[src/hw/rtl/zrs_pkg.sv]
`timescale 1ns / 1ps
// Shared constants and controller/datapath interface types for the Zipf rank sampler.
// Depends on nothing; every other file but zrs_ram refers to it by scoped names.

package zrs_pkg;

  localparam int MAX_RANKS = 1024;
  localparam int IDX_W     = 11;
  localparam int VAL_W     = 31;
  localparam int ADDR_W    = $clog2(MAX_RANKS);

  localparam logic REQ_LOAD   = 1'b0;
  localparam logic REQ_SAMPLE = 1'b1;

  // Controller to datapath.
  typedef struct packed {
    logic start;     // begin a search on the captured sample
    logic load;      // write one table entry
    logic advance;   // narrow the search interval
    logic out_load;  // capture the result into the output register
  } cmd_t;

  // Datapath to controller.
  typedef struct packed {
    logic empty;     // search interval is empty
    logic hit;       // current midpoint matches
  } sts_t;

endpackage

[src/hw/rtl/zrs_ctrl.sv]
`timescale 1ns / 1ps
// Controller: input/output handshakes and the search sequencer.
// Depends on zrs_pkg; drives the datapath through cmd_t and reads sts_t.

module zrs_ctrl (
  input  logic          clk,
  input  logic          rst,
  input  logic          in_valid,
  output logic          in_stall,
  input  logic          req_type,
  output logic          out_valid,
  input  logic          out_stall,
  output zrs_pkg::cmd_t cmd,
  input  zrs_pkg::sts_t sts
);

  localparam logic ST_IDLE   = 1'b0;
  localparam logic ST_SEARCH = 1'b1;

  logic state, state_next;
  logic out_valid_next;
  logic in_xfer, out_free, done;

  assign in_stall = (state != ST_IDLE);
  assign in_xfer  = in_valid && !in_stall;
  assign out_free = !out_valid || !out_stall;
  assign done     = sts.empty || sts.hit;

  always_comb begin
    state_next   = state;
    cmd.start    = 1'b0;
    cmd.load     = 1'b0;
    cmd.advance  = 1'b0;
    cmd.out_load = 1'b0;
    case (state)
      ST_IDLE: begin
        if (in_xfer) begin
          if (req_type == zrs_pkg::REQ_SAMPLE) begin
            cmd.start  = 1'b1;
            state_next = ST_SEARCH;
          end else begin
            cmd.load = 1'b1;
          end
        end
      end
      ST_SEARCH: begin
        if (done) begin
          // hold the bounds until the output register frees up
          if (out_free) begin
            cmd.out_load = 1'b1;
            state_next   = ST_IDLE;
          end
        end else begin
          cmd.advance = 1'b1;
        end
      end
      default: begin
        state_next = ST_IDLE;
      end
    endcase
  end

  always_comb begin
    out_valid_next = out_valid && out_stall;
    if (cmd.out_load) begin
      out_valid_next = 1'b1;
    end
  end

  always_ff @(posedge clk) begin
    if (rst) begin
      state     <= ST_IDLE;
      out_valid <= 1'b0;
    end else begin
      state     <= state_next;
      out_valid <= out_valid_next;
    end
  end

  a_search_runs: assert property (@(posedge clk) disable iff (rst)
    (state == ST_SEARCH && !done) |=> (state == ST_SEARCH))
    else $error("search left before finishing");

  a_sample_starts: assert property (@(posedge clk) disable iff (rst)
    (in_xfer && req_type == zrs_pkg::REQ_SAMPLE) |=> (state == ST_SEARCH))
    else $error("sample transfer did not start a search");

  a_result_shown: assert property (@(posedge clk) disable iff (rst)
    cmd.out_load |=> out_valid)
    else $error("result captured but not presented");

  a_no_overwrite: assert property (@(posedge clk) disable iff (rst)
    cmd.out_load |-> out_free)
    else $error("pending result overwritten");

  a_idle_quiet: assert property (@(posedge clk) disable iff (rst)
    (state == ST_IDLE) |-> (!cmd.advance && !cmd.out_load))
    else $error("search commands while idle");

endmodule

[config.mk]
export PLATFORM = sky130hd
export DESIGN_NAME = zrs_ctrl
export DESIGN_NICKNAME = d
export VERILOG_FILES = /design/src/hw/rtl/zrs_pkg.sv /design/src/hw/rtl/zrs_ctrl.sv
export SDC_FILE = /design/constraint.sdc
export NUM_CORES = 1
export LEC_CHECK = 0
export BUFFER_PORTS_ARGS = -buffer_cell sky130_fd_sc_hd__buf_2
export CAP_MARGIN = 20
export CELL_PAD_IN_SITES_DETAIL_PLACEMENT = 1
export CELL_PAD_IN_SITES_GLOBAL_PLACEMENT = 2
export CORE_AREA = 8 8 45 47
export CTS_CLUSTER_DIAMETER = 40
export DETAILED_ROUTE_END_ITERATION = 8
export DIE_AREA = 0 0 53 55
export PLACE_DENSITY_LB_ADDON = 0.1
export SLEW_MARGIN = 20
export SYNTH_ARGS = -nofsm -noshare
export SYNTH_HDL_FRONTEND = slang
export SYNTH_SLANG_ARGS = --single-unit
[constraint.sdc]
create_clock -name clk -period 1.1 [get_ports clk]
set_input_delay 0.22 -clock clk [delete_from_list [all_inputs] [get_ports clk]]
set_output_delay 0.22 -clock clk [all_outputs]
set_load 0.01 [all_outputs]
==> results.py <==
metrics = {
    "critical_path": {
        "critPathMaxStageDelay_ps": 350,
        "crit_chain": "and3b_1 -> buf_2",
        "cp.arrival_ps": 920,
        "cp-start-kind": "flop",
        "cp_slowest_cell": "dfxtp_4",
        "crit_fanout": 6,
        "critPathCaptureType": "output port",
        "path_delay_family": "flip-flops",
        "cp.buffers_inverters": 1,
        "path_class": "reg2out",
        "crit_required_ps": 880,
    },
    "placement": {
        "gp_congestion": 0.639,
        "placed_cells": 41,
        "dp_slack_ps": 46.9,
        "io_buffers": 12,
        "place_hpwl_um": 446,
    },
    "synthesis": {
        "ys_ff_latch": 2,
        "ys_seq_area_share_pct": 35.6,
        "syn_area_per_cell_um2": 8.66,
        "yosys_warnings": 0,
        "ys_types": 10,
        "postSynthCellCount": 13,
        "syn_area_um2": 113,
        "synth_nets": 20,
    },
    "power": {
        "p_leak_nw": 0.121,
        "p_per_area_nw_per_um2": 1180,
        "vdd_drop_max_uv": 239,
    },
    "drt": {
        "vias": 159,
        "drc_errors": 0,
        "post_drt_wl_per_cell_um": 11.0,
        "finalWirelength_um": 494,
        "ant_nets": 0,
        "drt_iter0_markers": 1,
        "drtPass1Iterations": 2,
        "viasPerCell": 3.53,
    },
    "global_route": {
        "grt-ovfl-total": 0,
        "first_global_vias": 156,
        "grt_first_pass_wirelength_um": 703,
        "grt_usage_pct": 3.82,
        "grt_max_degree": 7,
        "antenna_found_initial": 0,
    },
    "layout": {
        "stdcell_count": 45,
        "layout.nets": 38,
        "n_fill_cell": 174,
        "layout_common_cells": "buf_2 (12), clkbuf_4 (3), a21oi_1 (2), nor3b_2 (2)",
        "multi_input_area_um2": 82.6,
        "drive_gt1_share_pct": 72.4,
        "syn2layout_area_growth_pct": 113,
        "antenna_cells": 0,
        "final_common_cell": "buf_2",
        "seqCellArea_um2": 43.8,
    },
    "timing": {
        "relSlewSlack_pct": 91.2,
        "fmax_mhz": 879,
        "period_needed_ps": 1140,
        "period_share_pct": 103,
        "tightestPinTransition_ps": 131,
        "hold_viol": 0,
        "rsz0062_at_grt": "yes",
        "maxSlewViolCount": 0,
        "hold_slack_ps": 201,
        "setup_ws_ps": -37.2,
        "finalSetupViolCount": 4,
        "fin_worst_skew_ps": 0.0773,
    },
    "cts": {
        "max-clock-path-buffers": 2,
        "cts.sinks": 2,
        "clk_latency_ps": 220,
        "cts_tree": "yes",
        "clkTransAtPathRegs_ps": 30,
        "clock-root-buffer": "clkbuf_4",
        "htreeDepth": 1,
        "cts_hold_buf": 0,
        "cts_made_buffers": 3,
    },
    "hold_path": {
        "hold_class": "in2reg",
    },
    "die": {
        "rows": 14,
        "start_util_pct": 8.14,
        "io_pins": 13,
        "die_h_um": 55,
        "die-area_um2": 2920,
        "coreArea_um2": 1380,
        "die_w_um": 53,
    },
    "run_status": {
        "violations": "negative setup slack",
        "status": "finished, violations left",
    },
    "job": {
        "drv_cap": 0,
    },
}
[repair_timing]
item	CTS	global route
pin swaps	0	0
endpoints found under the setup margin	4	4
buffers inserted	1	0
gates resized for setup	5	1
[state kept, by name, indices dropped and copies added (netlist names)]
register,count
in_stall,1
out_valid,1
[worst paths after layout]
path,to,startpoint,cells after the start,slack [ps]
min,out_valid,rst,2,200
min reg2reg,out_valid,out_valid,2,490
max,cmd[3],in_stall,2,-40
max reg2reg,in_stall,in_stall,3,90
[metrics by stage]
| stage | util, % | total power, mW | cell area, um2 | TNS, ps |
|---|---|---|---|---|
| 2_1_floorplan | - | 0.0985 | 113 | 0 |
| 3_3_place_gp | 13.9 | 0.126 | 193 | 0 |
| 3_5_place_dp | 13.9 | 0.128 | 193 | 0 |
| 4_1_cts | 17.1 | 0.295 | 236 | -147 |
| 5_1_grt | 17.4 | 0.311 | 240 | -310 |
| 6_report | 17.4 | 0.283 | 240 | -55.5 |
[metal layers]
metal  GRT usage [%]  wire [um]
met1            3.32        176
met2            5.47        243
met3            2.94         73
met4            3.88          0
met5               0          0
[cells in the mapped netlist]
library cell  count  area [um2]
o21ai_0           1        5.00
nand2_1           1        3.75
o2bb2ai_1         1        8.76
nor3b_1           2        15.0
dfxtp_1           2        40.0
a22o_1            1        8.76
a21oi_1           2        10.0
nor2b_2           1        8.76
inv_1             1        3.75
and3b_1           1        8.76
[cell families (layout without fill, tap and decap cells)]
kind of cell / after synthesis / count (layout) / synth area share, %
AO/OA/AOI/OAI: 5 / 5 / 28.9
AND/OR/NAND/NOR: 5 / 5 / 32.2
buffers and inverters: 1 / 17 / 3.33
flip-flops: 2 / 2 / 35.6
[final cells by class]
| class | count | area share (%) |
|---|---|---|
| inverter | 1 | 1.56 |
| tap | 16 | 8.33 |
| clock buffer | 3 | 9.38 |
| timing repair buffer | 13 | 28.1 |
| sequential | 2 | 18.2 |
| multi-input combinational | 10 | 34.4 |
[where the power goes]
group / leakage [nW] / internal (mW) / total (mW) / switching, mW
clock: 0.0138 / 0.120 / 0.153 / 0.0332
sequential: 0.0170 / 0.0756 / 0.0801 / 0.00451
combinational: 0.0901 / 0.0266 / 0.0506 / 0.0240
total: 0.121 / 0.222 / 0.283 / 0.0617
No activity file was read; power rests on OpenSTA's default activity.
